==> config.mk <==
export PLATFORM = sky130hd
export DESIGN_NAME = three_axis_moving_average_unit
export DESIGN_NICKNAME = d
export VERILOG_FILES = /design/src/hdl/tama_pkg.sv /design/src/hdl/tama_ctrl.sv /design/src/hdl/tama_dp.sv /design/src/hdl/three_axis_moving_average_unit.sv
export SDC_FILE = /design/constraint.sdc
export NUM_CORES = 1
export LEC_CHECK = 0
export ABC_CLOCK_PERIOD_IN_PS = 10000
export BUFFER_PORTS_ARGS = -buffer_cell sky130_fd_sc_hd__buf_2
export CAP_MARGIN = 25
export CORE_ASPECT_RATIO = 0.8
export CORE_MARGIN = 2
export CORE_UTILIZATION = 40
export DETAILED_ROUTE_END_ITERATION = 6
export PLACE_DENSITY_LB_ADDON = 0.25
export SYNTH_ARGS = -nofsm -noshare
export SYNTH_HDL_FRONTEND = slang
export SYNTH_SLANG_ARGS = --single-unit
==> constraint.sdc <==
create_clock -name clock -period 10 [get_ports clock]
set_input_delay 1.5 -clock clock [delete_from_list [all_inputs] [get_ports clock]]
set_output_delay 1.5 -clock clock [all_outputs]
set_load 0.1 [all_outputs]
==> src/hdl/tama_pkg.sv <==
// Shared types and constants for the three-axis moving-average unit.
`default_nettype none

package tama_pkg;

   // Number of axes handled by the unit
   localparam int AXES = 3;
   // Width of one sample and of one mean
   localparam int SAMPLE_W = 16;
   // Width of the reported fill count
   localparam int FILLED_W = 4;

   typedef logic signed [SAMPLE_W-1:0] sample_type;
   typedef logic [1:0] axis_type;
   localparam axis_type LAST_AXIS = axis_type'(AXES - 1);

   // Commands from the controller to the datapath
   typedef struct packed {
      logic load_req;   // capture the incoming request
      logic rd_en;      // read the entries about to be overwritten
      logic update;     // write the stores, update running sums, pointer and count
      logic div_load;   // load the divider with the selected axis sum
      logic div_step;   // one restoring division step
      logic div_store;  // sign-correct the quotient and keep it as the axis mean
      logic load_out;   // move the means into the output register
   } cmd_type;

endpackage : tama_pkg

`default_nettype wire

==> src/hdl/tama_ctrl.sv <==
// Controller state machine: handshakes, sequencing of update and shared divider.
`default_nettype none

module tama_ctrl #(
   parameter int SUM_W = 21
) (
   input  wire logic              clock,
   input  wire logic              reset,
   input  wire logic              req_valid,
   output      logic              req_stall,
   output      logic              rsp_valid,
   input  wire logic              rsp_stall,
   output      tama_pkg::cmd_type cmd,
   output      tama_pkg::axis_type sel
);

   localparam int STEP_W = $clog2(SUM_W);
   localparam logic [STEP_W-1:0] LAST_STEP = STEP_W'(SUM_W - 1);

   typedef enum logic [2:0] {
      ST_IDLE,
      ST_READ,
      ST_UPDATE,
      ST_DIV_LOAD,
      ST_DIV_STEP,
      ST_DIV_STORE,
      ST_FINISH
   } state_type;

   state_type          state_ff, state_in;
   tama_pkg::axis_type axis_ff, axis_in;
   logic [STEP_W-1:0]  step_ff, step_in;
   logic               rsp_valid_ff, rsp_valid_in;
   logic               out_free;

   // Output register can take a new result when empty or being drained
   assign out_free = !rsp_valid_ff || !rsp_stall;

   // Next state and commands
   always_comb begin
      state_in     = state_ff;
      axis_in      = axis_ff;
      step_in      = step_ff;
      rsp_valid_in = rsp_valid_ff && rsp_stall;
      cmd          = '0;
      unique case (state_ff)
         ST_IDLE: begin
            if (req_valid) begin
               cmd.load_req = 1'b1;
               state_in     = ST_READ;
            end
         end
         ST_READ: begin
            cmd.rd_en = 1'b1;
            state_in  = ST_UPDATE;
         end
         ST_UPDATE: begin
            cmd.update = 1'b1;
            axis_in    = '0;
            state_in   = ST_DIV_LOAD;
         end
         ST_DIV_LOAD: begin
            cmd.div_load = 1'b1;
            step_in      = '0;
            state_in     = ST_DIV_STEP;
         end
         ST_DIV_STEP: begin
            cmd.div_step = 1'b1;
            step_in      = step_ff + 1'b1;
            if (step_ff == LAST_STEP) begin
               state_in = ST_DIV_STORE;
            end
         end
         ST_DIV_STORE: begin
            cmd.div_store = 1'b1;
            if (axis_ff == tama_pkg::LAST_AXIS) begin
               state_in = ST_FINISH;
            end else begin
               axis_in  = axis_ff + 1'b1;
               state_in = ST_DIV_LOAD;
            end
         end
         ST_FINISH: begin
            if (out_free) begin
               cmd.load_out = 1'b1;
               rsp_valid_in = 1'b1;
               state_in     = ST_IDLE;
            end
         end
         default: begin
            state_in = ST_IDLE;
         end
      endcase
   end

   // State and registered outputs
   always_ff @(posedge clock) begin
      if (reset) begin
         state_ff     <= ST_IDLE;
         axis_ff      <= '0;
         step_ff      <= '0;
         rsp_valid_ff <= 1'b0;
      end else begin
         state_ff     <= state_in;
         axis_ff      <= axis_in;
         step_ff      <= step_in;
         rsp_valid_ff <= rsp_valid_in;
      end
   end

   assign req_stall = (state_ff != ST_IDLE);
   assign rsp_valid = rsp_valid_ff;
   assign sel       = axis_ff;

endmodule : tama_ctrl

`default_nettype wire

==> src/hdl/tama_dp.sv <==
// Datapath: sample stores, running sums, fill count and shared serial divider.
`default_nettype none

module tama_dp #(
   parameter int WINDOW = 10,
   parameter int SUM_W  = 21
) (
   input  wire logic                 clock,
   input  wire logic                 reset,
   input  wire tama_pkg::cmd_type    cmd,
   input  wire tama_pkg::axis_type   sel,
   input  wire tama_pkg::sample_type sample_in [tama_pkg::AXES],
   output      tama_pkg::sample_type mean_out  [tama_pkg::AXES],
   output      logic [tama_pkg::FILLED_W-1:0] filled_out
);

   localparam int PTR_W = (WINDOW > 1) ? $clog2(WINDOW) : 1;
   localparam int CNT_W = $clog2(WINDOW + 1);
   localparam logic [PTR_W-1:0] LAST_POS = PTR_W'(WINDOW - 1);
   localparam logic [CNT_W-1:0] FULL_CNT = CNT_W'(WINDOW);

   tama_pkg::sample_type sample_ff [tama_pkg::AXES];
   tama_pkg::sample_type old_ff    [tama_pkg::AXES];
   logic signed [SUM_W-1:0] sum_ff [tama_pkg::AXES];
   tama_pkg::sample_type mean_ff   [tama_pkg::AXES];
   tama_pkg::sample_type out_ff    [tama_pkg::AXES];
   logic [tama_pkg::FILLED_W-1:0] filled_ff;

   logic [PTR_W-1:0] pos_ff, pos_in;
   logic [CNT_W-1:0] count_ff, count_in;
   logic             full;

   // Divider registers
   logic [CNT_W-1:0] rem_ff;
   logic [SUM_W-1:0] quo_ff;
   logic             neg_ff;
   logic [CNT_W:0]   trial;
   logic [CNT_W:0]   diff;
   logic             geq;
   logic signed [SUM_W-1:0] sel_sum;
   logic [SUM_W-1:0] sel_mag;
   logic [SUM_W-1:0] quo_signed;
   logic [CNT_W+tama_pkg::FILLED_W-1:0] count_ext;

   assign full = (count_ff == FULL_CNT);

   // Write pointer and fill count
   always_comb begin
      pos_in   = (pos_ff == LAST_POS) ? '0 : pos_ff + 1'b1;
      count_in = full ? count_ff : count_ff + 1'b1;
   end

   always_ff @(posedge clock) begin
      if (reset) begin
         pos_ff   <= '0;
         count_ff <= '0;
      end else if (cmd.update) begin
         pos_ff   <= pos_in;
         count_ff <= count_in;
      end
   end

   // Per-axis ring store and running sum
   for (genvar a = 0; a < tama_pkg::AXES; a++) begin : g_axis
      logic [tama_pkg::SAMPLE_W-1:0] mem [WINDOW];
      logic signed [SUM_W-1:0] sum_in;

      // Single-port store: write the new sample, registered read of the old one
      always_ff @(posedge clock) begin
         if (cmd.update) begin
            mem[pos_ff] <= sample_ff[a];
         end
         if (cmd.rd_en) begin
            old_ff[a] <= mem[pos_ff];
         end
      end

      // Drop the overwritten entry once full, add the new one
      always_comb begin
         sum_in = sum_ff[a] + SUM_W'(sample_ff[a]);
         if (full) begin
            sum_in = sum_in - SUM_W'(old_ff[a]);
         end
      end

      always_ff @(posedge clock) begin
         if (reset) begin
            sum_ff[a] <= '0;
         end else if (cmd.update) begin
            sum_ff[a] <= sum_in;
         end
      end

      always_ff @(posedge clock) begin
         if (cmd.load_req) begin
            sample_ff[a] <= sample_in[a];
         end
      end
   end

   // Magnitude of the selected sum for the divider
   assign sel_sum = sum_ff[sel];
   assign sel_mag = sel_sum[SUM_W-1] ? SUM_W'(-sel_sum) : SUM_W'(sel_sum);

   // Restoring division, one quotient bit per step
   assign trial = {rem_ff, quo_ff[SUM_W-1]};
   assign geq   = (trial >= {1'b0, count_ff});
   assign diff  = trial - {1'b0, count_ff};

   always_ff @(posedge clock) begin
      if (cmd.div_load) begin
         rem_ff <= '0;
         quo_ff <= sel_mag;
         neg_ff <= sel_sum[SUM_W-1];
      end else if (cmd.div_step) begin
         rem_ff <= geq ? diff[CNT_W-1:0] : trial[CNT_W-1:0];
         quo_ff <= {quo_ff[SUM_W-2:0], geq};
      end
   end

   // Truncation toward zero: negate the magnitude quotient for a negative sum
   assign quo_signed = neg_ff ? (~quo_ff + 1'b1) : quo_ff;

   always_ff @(posedge clock) begin
      if (cmd.div_store) begin
         mean_ff[sel] <= quo_signed[tama_pkg::SAMPLE_W-1:0];
      end
   end

   // Output register
   assign count_ext = {{tama_pkg::FILLED_W{1'b0}}, count_ff};

   always_ff @(posedge clock) begin
      if (cmd.load_out) begin
         out_ff    <= mean_ff;
         filled_ff <= count_ext[tama_pkg::FILLED_W-1:0];
      end
   end

   assign mean_out   = out_ff;
   assign filled_out = filled_ff;

endmodule : tama_dp

`default_nettype wire

==> src/hdl/three_axis_moving_average_unit.sv <==
// Top level of the three-axis moving-average unit.
// Each accepted request carries one signed 16-bit sample per axis; the unit writes them
// into three ring stores of WINDOW entries, keeps a running sum per axis and returns one
// response with the three averages of the filled entries (truncated toward zero) and the
// fill count, which saturates at WINDOW. The sums are SUM_W = 17 + clog2(WINDOW) bits
// wide, and the means come from one shared bit-serial divider that works through the
// three axes in turn. One request is in flight at a time; req_stall is high while it is
// processed, and the output register lets a new request be accepted while the previous
// response still waits. No clearing pass is needed after reset.
`default_nettype none

module three_axis_moving_average_unit #(
   parameter int WINDOW = 10
) (
   input  wire logic                 clock,
   input  wire logic                 reset,
   input  wire logic                 req_valid,
   output      logic                 req_stall,
   input  wire tama_pkg::sample_type req_sample_x,
   input  wire tama_pkg::sample_type req_sample_y,
   input  wire tama_pkg::sample_type req_sample_z,
   output      logic                 rsp_valid,
   input  wire logic                 rsp_stall,
   output      tama_pkg::sample_type rsp_mean_x,
   output      tama_pkg::sample_type rsp_mean_y,
   output      tama_pkg::sample_type rsp_mean_z,
   output      logic [tama_pkg::FILLED_W-1:0] rsp_filled
);

   localparam int SUM_W = tama_pkg::SAMPLE_W + $clog2(WINDOW) + 1;

   tama_pkg::cmd_type    cmd;
   tama_pkg::axis_type   sel;
   tama_pkg::sample_type samples [tama_pkg::AXES];
   tama_pkg::sample_type means   [tama_pkg::AXES];

   assign samples[0] = req_sample_x;
   assign samples[1] = req_sample_y;
   assign samples[2] = req_sample_z;

   // Sequencing
   tama_ctrl #(
      .SUM_W (SUM_W)
   ) u_ctrl (
      .clock     (clock),
      .reset     (reset),
      .req_valid (req_valid),
      .req_stall (req_stall),
      .rsp_valid (rsp_valid),
      .rsp_stall (rsp_stall),
      .cmd       (cmd),
      .sel       (sel)
   );

   // Stores, sums and divider
   tama_dp #(
      .WINDOW (WINDOW),
      .SUM_W  (SUM_W)
   ) u_dp (
      .clock      (clock),
      .reset      (reset),
      .cmd        (cmd),
      .sel        (sel),
      .sample_in  (samples),
      .mean_out   (means),
      .filled_out (rsp_filled)
   );

   assign rsp_mean_x = means[0];
   assign rsp_mean_y = means[1];
   assign rsp_mean_z = means[2];

endmodule : three_axis_moving_average_unit

`default_nettype wire
==> run summary <==
### Setup path
• register — CP Launch Type
• 10,480 ps — Req. time, crit path
• u_dp.sample_ff[0][1] — Reg2Reg Launch Point
• 0 — sum of buffers and inverters on the critical path
• ha_1 > a21oi_1 > o21ai_0 > a2111oi_0 > nor3_1 > or2_2 > o21a_1 > nor2_1 > xnor2_1 > ha_1 > a21oi_1 > o21ai_0 > a21oi_1 > nor3b_1 > o21ai_0 > o41ai_1 > mux2i_1 > xnor3_1 > nor2_1 — cell-by-cell listing of the critical path
• u_dp.sum_ff[0][20] — Setup crit end
• 4420 ps — worst reg-to-reg setup slack
• 12 — Worst Path Max Fanout
• u_dp.sum_ff[0][20] — endpoint of the worst-slack reg-to-reg timing path
• sky130_fd_sc_hd__a2111oi_0 — master of the slowest instance on the critical path
• 19 — reg2reg path depth
• 19 — number of cells on the critical path
• compound AO/OA/AOI/OAI gates — CP top delay family
• u_dp.sample_ff[0][1] — crit path launch
• 6060 ps — worst endpoint data arrival time
• register — element type at the critical path end
• 730 ps — Slowest Stage Delay on Critical Path
• reg -> reg — type of the worst setup path

### Layout
• 3,867 — fin cells
• 13.66% — area overhead of the layout relative to synthesis
• 2,791 — Net count, final
• 15.00% — fraction of final layout cells sized beyond drive strength 1
• 0 — final antenna diode count

### Placed design
• 3,714 — number of placed cells counting well taps
• 4549 ps — worst setup slack after placement
• 105 — count of input and output buffers
• 52,210 um — DP Wirelength
• 0.9182 — routability cong.

### Die
• 40.18% — Initial Util
• 89,020 um2 — CORE AREA
• 98 — Placement Rows
• 91,840 um2 — Die Footprint
• 271.5 um — die outline height
• 338.3 um — width of the die
• 106 — IO Count

### Logic synthesis
• sky130_fd_sc_hd__edfxtp_1, sky130_fd_sc_hd__a21oi_1, sky130_fd_sc_hd__nor2_1 — top post-synthesis cells by count
• 790 — number of storage elements in the synthesis netlist
• 2,468 — number of cells produced by synthesis
• 3.309% — synthesized-area fraction occupied by xor and xnor cells
• compound AO/OA/AOI/OAI gates — dominant combinational cell family by area after synthesis
• 2,660 — post-synth net total
• 0% — share of async-settable or async-resettable flops after synthesis
• 35,770 um2 — cell area after synthesis
• sky130_fd_sc_hd__edfxtp_1, sky130_fd_sc_hd__mux4_2, sky130_fd_sc_hd__ha_1 — most area-consuming cells after synthesis
• 65.51% — sequential fraction of the synthesis area
• sky130_fd_sc_hd__edfxtp_1 — most frequently used cell type in the post-synthesis netlist
• sky130_fd_sc_hd__edfxtp_1 — dominant cell type by area after synthesis
• 8.116% — mux cell area share after synthesis
• 761 — count of flip-flops with a built-in enable after synthesis
• 14.49 um2 — mean instance size in the synthesized netlist
• 0 — count of synthesis-stage warnings from yosys
• 5.044% — synthesized-area fraction occupied by adder cells
• sky130_fd_sc_hd__edfxtp_1 — most used flip-flop cell after synthesis
• 63.89% — area share of the largest cell type after synthesis
• 9.123% — Compound-Gate Fraction of Synth Area
• 6.954% — simple-gate portion of the synthesized area
• 66 — number of distinct library cell variants in the gate-level netlist after synthesis

### Global route
• 76 — maximum number of pins on one net before global-route repair
• 20,640 — via count of the first global-routing pass
• 17.58% — gr usage total
• 0 — overall overflow remaining after global route
• 1 — number of antenna violations at the first check in global routing
• 124,400 um — first-pass GRT wire length

### Timing
• 4421 ps — final setup margin
• 29.72% — max_slew headroom
• false — RSZ-0062 raised after global routing
• 0 — number of pins exceeding their max-slew limit in the final report
• 55.79% — Tcrit/Tclk final
• 17.64 ps — Setup Skew
• 0 ps — TNS Setup
• 0 — count of endpoints failing setup in the final report
• 1043 ps — Worst Max-Slew Pin Slew
• 0.1792 GHz — f_max
• 5579 ps — final worst path period need
• 0 — Final Hold Viols

### Power
• 207.9 nW/um2 — cell area power density
• 145.0 uV — worst vdd rail ir drop
• 8.451 mW — power consumption
• 13.95 nW — Lkg Pwr

### Hold path
• reg -> reg — Hold/Removal Path Class

### Clock network
• 0 — cts hold-fix bufs
• 3 — count of H-tree levels built during CTS
• 3 — CTS Buffer Depth
• 0 — buffers inserted by post-CTS timing repair
• 640 ps — clock latency reported for the late side of the worst-skew pair
• yes — clock tree from TritonCTS
• 82 — clock buffers created by TritonCTS
• 60 ps — clock transition at the registers of the reported paths
• 790 — clock sinks
• 0 — cts repair resizes
• sky130_fd_sc_hd__clkbuf_16 — master cell of the clock root buffer

### Drt
• 20,730 — total number of vias
• 5 — first-pass iteration count of the detailed router
• 21.09 um — Wirelength per Cell
• 81,550 um — Routed WL
• 5.359 — Vias per Instance
• 1,631 — 1st-iter DRT viols
• 0 — Antenna Nets Post-Route
• 0 — DRC errors left

### Outcome
• finished, final reports clean — result of the run

### Job
• 0 — max-cap violation count

[state kept, by name, summed over array words and instances (netlist names), named ones only]
| name | flops |
|---|---|
| u_dp.pos_ff | 4 |
| u_dp.neg_ff | 1 |
| u_dp.g_axis.mem | 480 |
| u_dp.sample_ff | 48 |
| u_ctrl.state_ff | 3 |
| u_ctrl.step_ff | 5 |
| u_ctrl.sel | 2 |
| u_dp.sum_ff | 63 |
| u_dp.filled_out | 4 |
| u_dp.mean_ff | 48 |
| u_dp.quo_ff | 21 |
| u_dp.mean_out | 48 |
| u_ctrl.rsp_valid | 1 |
| u_dp.rem_ff | 4 |
| u_dp.count_ff | 4 |
| u_dp.old_ff | 48 |
[cell usage in the layout, fill, tap and decap left out, drive strengths merged, types with 9 or more instances in the layout]
master / synthesis / layout
nor2: 163 / 163
o21a: 19 / 19
mux2i: 74 / 74
ha: 133 / 133
xor2: 42 / 42
bufinv: 0 / 12
nor2b: 65 / 65
clkbuf: 60 / 98
and2: 9 / 9
mux4: 96 / 96
a21o: 31 / 31
nand2: 158 / 158
o31ai: 11 / 11
inv: 93 / 98
a22o: 11 / 11
a211oi: 78 / 78
xnor2: 88 / 88
dfxtp: 29 / 29
or3: 17 / 17
or2: 11 / 11
nor3: 32 / 32
edfxtp: 761 / 761
o21ai: 97 / 97
and3: 15 / 15
clkinv: 0 / 33
nand2b: 13 / 13
a21oi: 203 / 203
buf: 28 / 135
o21bai: 12 / 12
a31oi: 9 / 9
nand3: 22 / 22
[layer usage]
metal / global-route usage [%] / wire (um) / up-vias
met2: 27.66 / 36870 / 485
met4: 4.433 / 1604 / 0
li1: - / - / 9761
met5: 0 / 0 / -
met1: 25.70 / 39500 / 10370
met3: 2.598 / 3573 / 109
[worst min path at each step]
stage                                start                 to  slack [ps]  cells past startpoint
final                     u_dp.mean_ff[23]  u_dp.mean_out[23]         410                      0
after global routing      u_dp.mean_ff[24]  u_dp.mean_out[24]         430                      0
after CTS                 u_dp.mean_ff[23]  u_dp.mean_out[23]         420                      0
after detailed placement  u_dp.mean_ff[23]  u_dp.mean_out[23]         400                      0
after global placement    u_dp.mean_ff[38]  u_dp.mean_out[38]         410                      0
after floorplan            u_dp.mean_ff[0]   u_dp.mean_out[0]         400                      0
[per-stage QoR]
step                      hold slack (ps)  util [%]  area, um2
after floorplan                     400.3         -      35770
after global placement              411.9     42.44      37780
after detailed placement            404.5     42.49      37830
after CTS                           417.9     45.64      40630
after global routing                429.9     45.67      40650
final                               414.5     45.67      40650
[where the power goes]
| part | internal (mW) | total, mW | switching, mW | leakage, nW |
|---|---|---|---|---|
| registers | 3.75 | 3.87 | 0.112 | 7.22 |
| logic | 0.601 | 1.42 | 0.823 | 5.37 |
| clock network | 1.88 | 3.16 | 1.29 | 1.36 |
| total | 6.23 | 8.45 | 2.22 | 14.0 |
[final cells by class]
| cell class | instances | area, um2 |
|---|---|---|
| inverters | 93 | 349.1 |
| repair buffers | 135 | 799.5 |
| flip-flops and latches | 790 | 23450 |
| clock inverters | 54 | 628.1 |
| fillers | 7871 | 48370 |
| clock buffers | 98 | 2176 |
| multi-input cells | 1497 | 11750 |
| well taps | 1200 | 1501 |
[logic make-up after synthesis]
kind of cell,Yosys count
compound gates,524
xor+xnor,132
fa+ha+maj,140
buf+inv,181
flops,790
mux,170
simple gates,531
Note: power is estimated with default switching activity, not from simulation.
